File: config.mk
export PLATFORM = sky130hd
export DESIGN_NAME = recovery_packet_schedule
export DESIGN_NICKNAME = d
export VERILOG_FILES = /design/src/rps_pkg.sv /design/src/recovery_packet_schedule.sv
export SDC_FILE = /design/constraint.sdc
export NUM_CORES = 2
export LEC_CHECK = 0
export ABC_AREA = 1
export ABC_CLOCK_PERIOD_IN_PS = 10200
export BUFFER_PORTS_ARGS = -buffer_cell sky130_fd_sc_hd__buf_2
export CAP_MARGIN = 20
export CORE_ASPECT_RATIO = 0.7
export CORE_MARGIN = 2
export CORE_UTILIZATION = 53
export DETAILED_ROUTE_END_ITERATION = 6
export HOLD_SLACK_MARGIN = 0.08
export PLACE_DENSITY = 0.71
export SLEW_MARGIN = 20
export SYNTH_ARGS = -nofsm -noshare
export SYNTH_HDL_FRONTEND = slang
export SYNTH_SLANG_ARGS = --single-unit
File: constraint.sdc
create_clock -name clk -period 10.2 [get_ports clk]
set_input_delay 1.02 -clock clk [delete_from_list [all_inputs] [get_ports clk]]
set_output_delay 1.02 -clock clk [all_outputs]
set_load 0.005 [all_outputs]
File: src/rps_pkg.sv
`default_nettype none
package rps_pkg;

    localparam int FILE_W  = 16;
    localparam int SLOT_W  = 17;
    localparam int CRIT_W  = 9;
    localparam int BLK_W   = 16;
    localparam int CNT_W   = 17;
    localparam int Q_W     = 17;
    localparam int CC_W    = 13;
    localparam int PROD_W  = 33;
    localparam int MUL_W   = 17;
    localparam int STEP_W  = 6;
    localparam int STAT_W  = 2;
    localparam int KIND_W  = 2;
    localparam int STATE_W = 4;

    localparam int IN_DATA_W  = 40;
    localparam int OUT_DATA_W = 64;
    localparam int OUT_USER_W = 4;

    localparam logic [STAT_W-1:0] ST_OK   = 2'd0;
    localparam logic [STAT_W-1:0] ST_DONE = 2'd1;
    localparam logic [STAT_W-1:0] ST_NONE = 2'd2;

    localparam logic [KIND_W-1:0] KIND_SLICE   = 2'd0;
    localparam logic [KIND_W-1:0] KIND_CRIT    = 2'd1;
    localparam logic [KIND_W-1:0] KIND_CREATOR = 2'd2;

    localparam logic CMD_NEXT   = 1'b0;
    localparam logic CMD_LOOKUP = 1'b1;

    localparam logic [1:0] REG_TOTAL = 2'd0;
    localparam logic [1:0] REG_MAXB  = 2'd1;
    localparam logic [1:0] REG_CRIT  = 2'd2;

    typedef logic [STATE_W-1:0] state_t;

    // number of bits needed to hold v
    function automatic logic [4:0] bit_len(input logic [16:0] v);
        logic [4:0] n;
        n = 5'd0;
        for (int i = 0; i < 17; i++)
        begin
            if (v[i])
                n = 5'(i + 1);
        end
        return n;
    endfunction

endpackage
`default_nettype wire

File: src/recovery_packet_schedule.sv
`default_nettype none
// Recovery packet scheduler. A write to any of the three registers restarts
// the cursor and rederives the file plan, which holds s_axis_tready low
// while the plan is derived (with a pass through the divider unless
// max_blocks_per_file is zero). Each request (tuser 0: next packet at the
// cursor, tuser 1: look up file/slot) gives exactly one result. A request
// holds the block until its result is formed: shortest when the cursor is
// exhausted, then a file out of range, then a creator, first slot or slot
// out of range, longest for a critical packet. The time is set by one
// bit-serial multiplier and one bit-serial restoring divider, shared by up
// to three products and three quotients per slot. A new request is taken
// while the previous result still waits in the output register.
module recovery_packet_schedule
    import rps_pkg::*;
#(
    parameter int BLOCK_COUNT_BITS = 16
)
(
    input  wire logic                  clk,
    input  wire logic                  rst_n,
    input  wire logic                  cfg_we,
    input  wire logic [1:0]            cfg_addr,
    input  wire logic [15:0]           cfg_wdata,
    input  wire logic                  s_axis_tvalid,
    output logic                       s_axis_tready,
    // file_number[15:0], slot_index[32:16]
    input  wire logic [IN_DATA_W-1:0]  s_axis_tdata,
    // command
    input  wire logic                  s_axis_tuser,
    output logic                       m_axis_tvalid,
    input  wire logic                  m_axis_tready,
    // out_file[15:0], out_index[32:16], recovery_block[48:33], critical_index[57:49]
    output logic [OUT_DATA_W-1:0]      m_axis_tdata,
    // status[1:0], packet_kind[3:2]
    output logic [OUT_USER_W-1:0]      m_axis_tuser,
    // last_in_file
    output logic                       m_axis_tlast
);

    localparam int N  = BLOCK_COUNT_BITS;
    localparam int EW = $clog2(N + 1);

    localparam state_t S_IDLE = 4'd0;
    localparam state_t S_DRVS = 4'd1;
    localparam state_t S_DRV  = 4'd2;
    localparam state_t S_LOC  = 4'd4;
    localparam state_t S_MULS = 4'd5;
    localparam state_t S_GEOM = 4'd6;
    localparam state_t S_CHK  = 4'd7;
    localparam state_t S_MUL1 = 4'd8;
    localparam state_t S_DIV1 = 4'd9;
    localparam state_t S_MUL2 = 4'd10;
    localparam state_t S_DIV2 = 4'd11;
    localparam state_t S_DIV3 = 4'd12;
    localparam state_t S_OUT  = 4'd13;

    state_t              state_reg, state_next;
    logic [N-1:0]        total_reg, total_next;
    logic [N-1:0]        maxb_reg, maxb_next;
    logic [CRIT_W-1:0]   crit_reg, crit_next;
    logic [N-1:0]        whole_reg, whole_next;
    logic [N-1:0]        extra_reg, extra_next;
    logic [EW-1:0]       exp_reg, exp_next;
    logic [CNT_W-1:0]    fcnt_reg, fcnt_next;
    logic [FILE_W-1:0]   cur_file_reg, cur_file_next;
    logic [SLOT_W-1:0]   cur_slot_reg, cur_slot_next;
    logic                cmd_reg, cmd_next;
    logic [FILE_W-1:0]   f_reg, f_next;
    logic [SLOT_W-1:0]   p_reg, p_next;
    logic [BLK_W-1:0]    s_reg, s_next;
    logic [N-1:0]        b_reg, b_next;
    logic [CC_W-1:0]     cc_reg, cc_next;
    logic [Q_W-1:0]      q_reg, q_next;
    logic [PROD_W-1:0]   mul_acc_reg, mul_acc_next;
    logic [PROD_W-1:0]   mul_a_reg, mul_a_next;
    logic [MUL_W-1:0]    mul_b_reg, mul_b_next;
    logic [Q_W-1:0]      div_rem_reg, div_rem_next;
    logic [PROD_W-1:0]   div_quo_reg, div_quo_next;
    logic [Q_W-1:0]      d_reg, d_next;
    logic [STEP_W-1:0]   cnt_reg, cnt_next;
    logic [STAT_W-1:0]   res_stat_reg, res_stat_next;
    logic [KIND_W-1:0]   res_kind_reg, res_kind_next;
    logic [BLK_W-1:0]    res_blk_reg, res_blk_next;
    logic [CRIT_W-1:0]   res_crit_reg, res_crit_next;
    logic                res_last_reg, res_last_next;
    logic                ov_reg, ov_next;
    logic [STAT_W-1:0]   o_stat_reg, o_stat_next;
    logic [KIND_W-1:0]   o_kind_reg, o_kind_next;
    logic [FILE_W-1:0]   o_file_reg, o_file_next;
    logic [SLOT_W-1:0]   o_idx_reg, o_idx_next;
    logic [BLK_W-1:0]    o_blk_reg, o_blk_next;
    logic [CRIT_W-1:0]   o_crit_reg, o_crit_next;
    logic                o_last_reg, o_last_next;

    // shared serial units
    logic [PROD_W-1:0]   mul_sum;
    logic                mul_last;
    logic [Q_W:0]        rem_sh;
    logic                div_ge;
    logic [Q_W-1:0]      rem_new;
    logic [PROD_W-1:0]   quo_new;
    logic                div_last;

    // plan and slot geometry
    logic [N-1:0]        drv_whole, drv_extra;
    logic [EW-1:0]       drv_exp;
    logic [N-1:0]        pow_f, s_exp, b_exp;
    logic                f_last_exp;
    logic [4:0]          copies;
    logic [13:0]         cc_full;
    logic                slice_hit;

    assign mul_sum  = mul_b_reg[0] ? mul_acc_reg + mul_a_reg : mul_acc_reg;
    assign mul_last = (cnt_reg == STEP_W'(MUL_W - 1));
    assign rem_sh   = {div_rem_reg, div_quo_reg[PROD_W-1]};
    assign div_ge   = (rem_sh >= {1'b0, d_reg});
    assign rem_new  = div_ge ? Q_W'(rem_sh - {1'b0, d_reg}) : rem_sh[Q_W-1:0];
    assign quo_new  = {div_quo_reg[PROD_W-2:0], div_ge};
    assign div_last = (cnt_reg == STEP_W'(PROD_W - 1));

    always_comb
    begin
        if (maxb_reg == '0)
        begin
            drv_whole = '0;
            drv_extra = total_reg;
        end
        else if (quo_new[N-1:0] != '0)
        begin
            drv_whole = quo_new[N-1:0] - N'(1);
            drv_extra = N'({1'b0, rem_new[N-1:0]} + {1'b0, maxb_reg});
        end
        else
        begin
            drv_whole = '0;
            drv_extra = total_reg;
        end
        drv_exp = EW'(bit_len(17'(drv_extra)));
    end

    assign pow_f      = N'(1) << f_reg[3:0];
    assign s_exp      = pow_f - N'(1);
    assign f_last_exp = ((17'(f_reg) + 17'd1) == 17'(exp_reg));
    assign b_exp      = f_last_exp ? extra_reg - s_exp : pow_f;
    assign copies     = bit_len(17'(b_reg));
    assign cc_full    = 14'(copies) * 14'(crit_reg);
    // next > cur exactly when the remainder plus b reaches q
    assign slice_hit  = (({1'b0, rem_new} + {1'b0, Q_W'(b_reg)}) >= {1'b0, q_reg});

    always_comb
    begin
        state_next    = state_reg;
        total_next    = total_reg;
        maxb_next     = maxb_reg;
        crit_next     = crit_reg;
        whole_next    = whole_reg;
        extra_next    = extra_reg;
        exp_next      = exp_reg;
        fcnt_next     = fcnt_reg;
        cur_file_next = cur_file_reg;
        cur_slot_next = cur_slot_reg;
        cmd_next      = cmd_reg;
        f_next        = f_reg;
        p_next        = p_reg;
        s_next        = s_reg;
        b_next        = b_reg;
        cc_next       = cc_reg;
        q_next        = q_reg;
        mul_acc_next  = mul_acc_reg;
        mul_a_next    = mul_a_reg;
        mul_b_next    = mul_b_reg;
        div_rem_next  = div_rem_reg;
        div_quo_next  = div_quo_reg;
        d_next        = d_reg;
        cnt_next      = cnt_reg;
        res_stat_next = res_stat_reg;
        res_kind_next = res_kind_reg;
        res_blk_next  = res_blk_reg;
        res_crit_next = res_crit_reg;
        res_last_next = res_last_reg;
        ov_next       = ov_reg && !m_axis_tready;
        o_stat_next   = o_stat_reg;
        o_kind_next   = o_kind_reg;
        o_file_next   = o_file_reg;
        o_idx_next    = o_idx_reg;
        o_blk_next    = o_blk_reg;
        o_crit_next   = o_crit_reg;
        o_last_next   = o_last_reg;

        // unit stepping, overridden by the transitions below
        if (state_reg == S_MULS || state_reg == S_MUL1 || state_reg == S_MUL2)
        begin
            mul_acc_next = mul_sum;
            mul_a_next   = mul_a_reg << 1;
            mul_b_next   = mul_b_reg >> 1;
            cnt_next     = cnt_reg + STEP_W'(1);
        end
        if (state_reg == S_DRV || state_reg == S_DIV1 || state_reg == S_DIV2
            || state_reg == S_DIV3)
        begin
            div_rem_next = rem_new;
            div_quo_next = quo_new;
            cnt_next     = cnt_reg + STEP_W'(1);
        end

        case (state_reg)
            S_IDLE:
            begin
                if (s_axis_tvalid)
                begin
                    cmd_next      = s_axis_tuser;
                    res_kind_next = KIND_SLICE;
                    res_blk_next  = '0;
                    res_crit_next = '0;
                    res_last_next = 1'b0;
                    if (s_axis_tuser == CMD_LOOKUP)
                    begin
                        f_next     = s_axis_tdata[15:0];
                        p_next     = s_axis_tdata[32:16];
                        state_next = S_LOC;
                    end
                    else if (17'(cur_file_reg) >= fcnt_reg)
                    begin
                        res_stat_next = ST_DONE;
                        state_next    = S_OUT;
                    end
                    else
                    begin
                        f_next     = cur_file_reg;
                        p_next     = cur_slot_reg;
                        state_next = S_LOC;
                    end
                end
            end
            S_DRVS:
            begin
                if (maxb_reg == '0)
                begin
                    whole_next = drv_whole;
                    extra_next = drv_extra;
                    exp_next   = drv_exp;
                    fcnt_next  = CNT_W'(drv_whole) + CNT_W'(drv_exp);
                    state_next = S_IDLE;
                end
                else
                begin
                    div_quo_next = PROD_W'(total_reg);
                    div_rem_next = '0;
                    d_next       = Q_W'(maxb_reg);
                    cnt_next     = '0;
                    state_next   = S_DRV;
                end
            end
            S_DRV:
            begin
                if (div_last)
                begin
                    whole_next = drv_whole;
                    extra_next = drv_extra;
                    exp_next   = drv_exp;
                    fcnt_next  = CNT_W'(drv_whole) + CNT_W'(drv_exp);
                    state_next = S_IDLE;
                end
            end
            S_LOC:
            begin
                if (17'(f_reg) >= fcnt_reg)
                begin
                    res_stat_next = ST_NONE;
                    state_next    = S_OUT;
                end
                else if (17'(f_reg) < 17'(exp_reg))
                begin
                    s_next     = BLK_W'(s_exp);
                    b_next     = b_exp;
                    state_next = S_GEOM;
                end
                else
                begin
                    b_next       = maxb_reg;
                    mul_acc_next = '0;
                    mul_a_next   = PROD_W'(f_reg - FILE_W'(exp_reg));
                    mul_b_next   = MUL_W'(maxb_reg);
                    cnt_next     = '0;
                    state_next   = S_MULS;
                end
            end
            S_MULS:
            begin
                if (mul_last)
                begin
                    s_next     = BLK_W'(mul_sum) + BLK_W'(extra_reg);
                    state_next = S_GEOM;
                end
            end
            S_GEOM:
            begin
                cc_next    = cc_full[CC_W-1:0];
                q_next     = Q_W'(b_reg) + Q_W'(cc_full[CC_W-1:0]);
                state_next = S_CHK;
            end
            S_CHK:
            begin
                res_stat_next = ST_OK;
                if (p_reg > q_reg)
                begin
                    res_stat_next = ST_NONE;
                    state_next    = S_OUT;
                end
                else if (p_reg == q_reg)
                begin
                    res_kind_next = KIND_CREATOR;
                    res_last_next = 1'b1;
                    state_next    = S_OUT;
                end
                else if (p_reg == '0)
                begin
                    res_kind_next = KIND_SLICE;
                    res_blk_next  = s_reg;
                    state_next    = S_OUT;
                end
                else
                begin
                    mul_acc_next = '0;
                    mul_a_next   = PROD_W'(p_reg);
                    mul_b_next   = MUL_W'(b_reg);
                    cnt_next     = '0;
                    state_next   = S_MUL1;
                end
            end
            S_MUL1:
            begin
                if (mul_last)
                begin
                    div_quo_next = mul_sum - PROD_W'(1);
                    div_rem_next = '0;
                    d_next       = q_reg;
                    cnt_next     = '0;
                    state_next   = S_DIV1;
                end
            end
            S_DIV1:
            begin
                if (div_last)
                begin
                    if (slice_hit)
                    begin
                        res_kind_next = KIND_SLICE;
                        res_blk_next  = s_reg + BLK_W'(quo_new) + BLK_W'(1);
                        state_next    = S_OUT;
                    end
                    else if (crit_reg == '0)
                    begin
                        res_kind_next = KIND_CRIT;
                        state_next    = S_OUT;
                    end
                    else
                    begin
                        res_kind_next = KIND_CRIT;
                        mul_acc_next  = '0;
                        mul_a_next    = PROD_W'(p_reg);
                        mul_b_next    = MUL_W'(cc_reg);
                        cnt_next      = '0;
                        state_next    = S_MUL2;
                    end
                end
            end
            S_MUL2:
            begin
                if (mul_last)
                begin
                    div_quo_next = mul_sum - PROD_W'(1);
                    div_rem_next = '0;
                    d_next       = q_reg;
                    cnt_next     = '0;
                    state_next   = S_DIV2;
                end
            end
            S_DIV2:
            begin
                if (div_last)
                begin
                    div_quo_next = quo_new;
                    div_rem_next = '0;
                    d_next       = Q_W'(crit_reg);
                    cnt_next     = '0;
                    state_next   = S_DIV3;
                end
            end
            S_DIV3:
            begin
                if (div_last)
                begin
                    res_crit_next = rem_new[CRIT_W-1:0];
                    state_next    = S_OUT;
                end
            end
            S_OUT:
            begin
                if (!ov_reg || m_axis_tready)
                begin
                    ov_next     = 1'b1;
                    o_stat_next = res_stat_reg;
                    o_kind_next = res_kind_reg;
                    o_blk_next  = res_blk_reg;
                    o_crit_next = res_crit_reg;
                    o_last_next = res_last_reg;
                    o_file_next = (res_stat_reg == ST_OK) ? f_reg : '0;
                    o_idx_next  = (res_stat_reg == ST_OK) ? p_reg : '0;
                    if (cmd_reg == CMD_NEXT && res_stat_reg == ST_OK)
                    begin
                        if (res_last_reg)
                        begin
                            cur_file_next = cur_file_reg + FILE_W'(1);
                            cur_slot_next = '0;
                        end
                        else
                        begin
                            cur_slot_next = cur_slot_reg + SLOT_W'(1);
                        end
                    end
                    state_next = S_IDLE;
                end
            end
            default:
            begin
                state_next = S_IDLE;
            end
        endcase

        if (cfg_we && cfg_addr <= REG_CRIT)
        begin
            case (cfg_addr)
                REG_TOTAL: total_next = cfg_wdata[N-1:0];
                REG_MAXB:  maxb_next  = cfg_wdata[N-1:0];
                default:   crit_next  = cfg_wdata[CRIT_W-1:0];
            endcase
            cur_file_next = '0;
            cur_slot_next = '0;
            state_next    = S_DRVS;
        end
    end

    always_ff @(posedge clk or negedge rst_n)
    begin
        if (!rst_n)
        begin
            state_reg    <= S_IDLE;
            total_reg    <= '0;
            maxb_reg     <= N'(1);
            crit_reg     <= CRIT_W'(3);
            whole_reg    <= '0;
            extra_reg    <= '0;
            exp_reg      <= '0;
            fcnt_reg     <= '0;
            cur_file_reg <= '0;
            cur_slot_reg <= '0;
            ov_reg       <= 1'b0;
        end
        else
        begin
            state_reg    <= state_next;
            total_reg    <= total_next;
            maxb_reg     <= maxb_next;
            crit_reg     <= crit_next;
            whole_reg    <= whole_next;
            extra_reg    <= extra_next;
            exp_reg      <= exp_next;
            fcnt_reg     <= fcnt_next;
            cur_file_reg <= cur_file_next;
            cur_slot_reg <= cur_slot_next;
            ov_reg       <= ov_next;
        end
    end

    always_ff @(posedge clk)
    begin
        cmd_reg      <= cmd_next;
        f_reg        <= f_next;
        p_reg        <= p_next;
        s_reg        <= s_next;
        b_reg        <= b_next;
        cc_reg       <= cc_next;
        q_reg        <= q_next;
        mul_acc_reg  <= mul_acc_next;
        mul_a_reg    <= mul_a_next;
        mul_b_reg    <= mul_b_next;
        div_rem_reg  <= div_rem_next;
        div_quo_reg  <= div_quo_next;
        d_reg        <= d_next;
        cnt_reg      <= cnt_next;
        res_stat_reg <= res_stat_next;
        res_kind_reg <= res_kind_next;
        res_blk_reg  <= res_blk_next;
        res_crit_reg <= res_crit_next;
        res_last_reg <= res_last_next;
        o_stat_reg   <= o_stat_next;
        o_kind_reg   <= o_kind_next;
        o_file_reg   <= o_file_next;
        o_idx_reg    <= o_idx_next;
        o_blk_reg    <= o_blk_next;
        o_crit_reg   <= o_crit_next;
        o_last_reg   <= o_last_next;
    end

    assign s_axis_tready = (state_reg == S_IDLE);
    assign m_axis_tvalid = ov_reg;
    assign m_axis_tdata  = {6'd0, o_crit_reg, o_blk_reg, o_idx_reg, o_file_reg};
    assign m_axis_tuser  = {o_kind_reg, o_stat_reg};
    assign m_axis_tlast  = o_last_reg;

    // whole-file count stays a part of the file count
    logic unused_ok;
    assign unused_ok = (fcnt_reg >= CNT_W'(whole_reg));

    a_plan_order: assert property (@(posedge clk) disable iff (!rst_n)
        unused_ok && fcnt_reg >= CNT_W'(exp_reg))
        else $error("file count below its parts");

    a_empty_result: assert property (@(posedge clk) disable iff (!rst_n)
        ov_reg && o_stat_reg != ST_OK |->
            o_file_reg == '0 && o_idx_reg == '0 && o_blk_reg == '0
            && o_crit_reg == '0 && !o_last_reg && o_kind_reg == KIND_SLICE)
        else $error("fields set on a result without a packet");

    a_creator_last: assert property (@(posedge clk) disable iff (!rst_n)
        ov_reg |-> (o_kind_reg == KIND_CREATOR) == o_last_reg)
        else $error("creator and last flag disagree");

    a_cfg_restart: assert property (@(posedge clk) disable iff (!rst_n)
        cfg_we && cfg_addr <= REG_CRIT |=>
            cur_file_reg == '0 && cur_slot_reg == '0 && state_reg == S_DRVS)
        else $error("register write did not restart the cursor");

    a_kind_fields: assert property (@(posedge clk) disable iff (!rst_n)
        ov_reg && o_kind_reg != KIND_SLICE |-> o_blk_reg == '0)
        else $error("block number on a non-slice packet");

endmodule
`default_nettype wire
==> metrics.txt <==
Max FO, Critical Path=35; clk_lat worst skew=640 ps; Synth cell types=73; FP Rows=78; Clock Pin Slew Worst Setup and Hold Paths=70 ps; Hold-fix buffers, CTS=0; max_slew headroom=0.242; Placer Congestion=1.03; core area=64,700 µm²; ANT nets after route=0; Final Skew=26.4 ps; die height=218 µm; share of post-route cells with drive strength above 1=0.0786; Crit path buffers/inverters=5; CTS H-tree depth=2; commonest non-fill, non-tap cells in the layout=nand2_1 (1,137), inv_1 (734), o21ai_0 (396), nor2_1 (358), nand3_1 (280); Post-Route WL=117,000 µm; filler instances=6,072; die width=310 µm; CTS Buffer Depth=3; R2R setup slack=2430 ps; Startpoint Class=flop; # DRC=0; Layout Utilization=0.584; R2R depth=38; min cycle time layout=7770 ps; highest clock rate=0.129 GHz; #FFs+latches synth=461; Sink Count=461; Top Ports=135; setup TNS=0 ps; LEAKAGE=18.0 nW; via count=33.0k; initial antenna violation count=3; critical path class=reg -> reg; Max VDD drop=297 µV; CP required=10,710 ps; top cell family by delay on the critical path=simple AND/OR/NAND/NOR gates; Max Cap Viol=0; HPWL Detailed=90,800 µm; Synth Flop Type=edfxtp_1; GR Overflow Total=0; post-synth top area share=0.178; average size of a mapped cell=7.24 µm²; biggest cell delay along the critical path=670 ps; slowest cell on the critical path=o21ai_0; EDFF count, synth=206; Power Density=356 nW/µm²; DR vias/cell=5.71; final hold slack=320 ps; Synth Cell Area=34,700 µm²; most common cell after layout, fill and taps aside=nand2_1; YS warnings=0; cts repair resizes=0; total CTS buffers=48; WP data arrival=8280 ps; first-pass GRT wire length=176,000 µm; RSZ-0062 raised after global routing=no; R2R Path End=mul_acc_reg[26]; fraction of registers with async set/reset=0.252; final net count=5,198; critical path's most frequent cell=nand2_1; Syn Inst Count=4,786; Crit path depth=38; reg-to-reg critical path startpoint=div_quo_reg[32]; DRT Pass-1 Iters=6; Slew @ Worst Pin=1130 ps; Total Routing Usage GR=0.344; sequential fraction of the synthesis area=0.343; TritonCTS clock tree=built; Layout area overhead=9.03%; Final Max Slew Viols=0; final worst-path cycle share=0.761; Critical Path Source=div_quo_reg[32]; largest net degree at the start of global routing=81; Initial Util=0.536; drt wl/cell=20.2 µm; Final Hold Viols=0; endpoints failing setup=0; Clk Tree Root Cell=clkbuf_16; dominant cells by area after synthesis=edfxtp_1 (18%), nand2_1 (12%), ha_1 (8.9%); Worst Hold Class=in -> async; Port Buffer Count=121; initial drt markers=4,059; Setup Fix Bufs, Post-CTS=0; die area=67,500 µm²; Yosys top cell by area=edfxtp_1; worst setup path end=mul_acc_reg[26]; status=complete, no violations; crit end category=flop; vias in the first global route=29.1k
synthesized netlist by cell type, types with 44 or more instances:
cell type	number
nand2_1	1139
inv_1	734
o21ai_0	397
nor2_1	362
nand3_1	281
a21oi_1	263
ha_1	247
edfxtp_1	206
dfxtp_1	139
dfrtp_1	113
xor2_1	103
nand4_1	100
clkbuf_1	89
nor3_1	50
xnor2_1	45
o211ai_1	44
power by group:
group	internal, W	total [W]	switching, W
registers	0.00255	0.00308	0.000528
clock network	0.00112	0.00195	0.000831
logic	0.00273	0.00844	0.00570
total	0.00640	0.0135	0.00706
through the flow:
stage / worst slack (ps) / total power (W) / std cells / cell area (µm²)
finish: 2430 / 0.0135 / 5778 / 37800
global route: 1860 / 0.0145 / 5777 / 37800
CTS: 2490 / 0.0133 / 5777 / 37800
detailed placement: 2500 / 0.0113 / 5687 / 36100
global placement: 2510 / 0.0112 / 5687 / 36100
floorplan: 3240 / 0.00898 / 4791 / 34700
cells by family (layout without fill, tap and decap cells):
logic type / Yosys count / after routing / share of synthesized area
xor gates and xnor gates: 149 / 149 / 0.0379
DFF: 461 / 461 / 0.343
other: 1 / 7 / 0.000108
adders and majority gates: 277 / 277 / 0.106
muxes: 1 / 1 / 0.000289
buffers and inverters: 898 / 1004 / 0.101
and+or+nand+nor: 2089 / 2089 / 0.264
AOI/OAI and AO/OA: 910 / 910 / 0.148
layout make-up:
cell class,instances,area [µm²],area share
antenna,1,2.50,0.0000662
clock buffer,62,1350,0.0356
clock inverter,28,355,0.00940
inverter,754,2830,0.0749
multi-input combinational,3432,19400,0.513
sequential,461,11900,0.314
tap,880,1100,0.0291
timing repair buffer,160,905,0.0239
layer usage:
metal	global-route usage	wire length, µm
met1	0.508	52200
met2	0.489	47500
met3	0.0777	12900
met4	0.120	4280
met5	0	0
worst min path at each step:
stage	cells past startpoint	slack (ps)	end
after floorplan	0	400	o_blk_reg[0]
after global placement	0	400	o_crit_reg[8]
after detailed placement	0	400	o_blk_reg[12]
after CTS	1	340	cur_slot_reg[12]
after global routing	1	370	cur_slot_reg[12]
final	1	320	cur_slot_reg[12]
(Power assumes the default switching activity.)
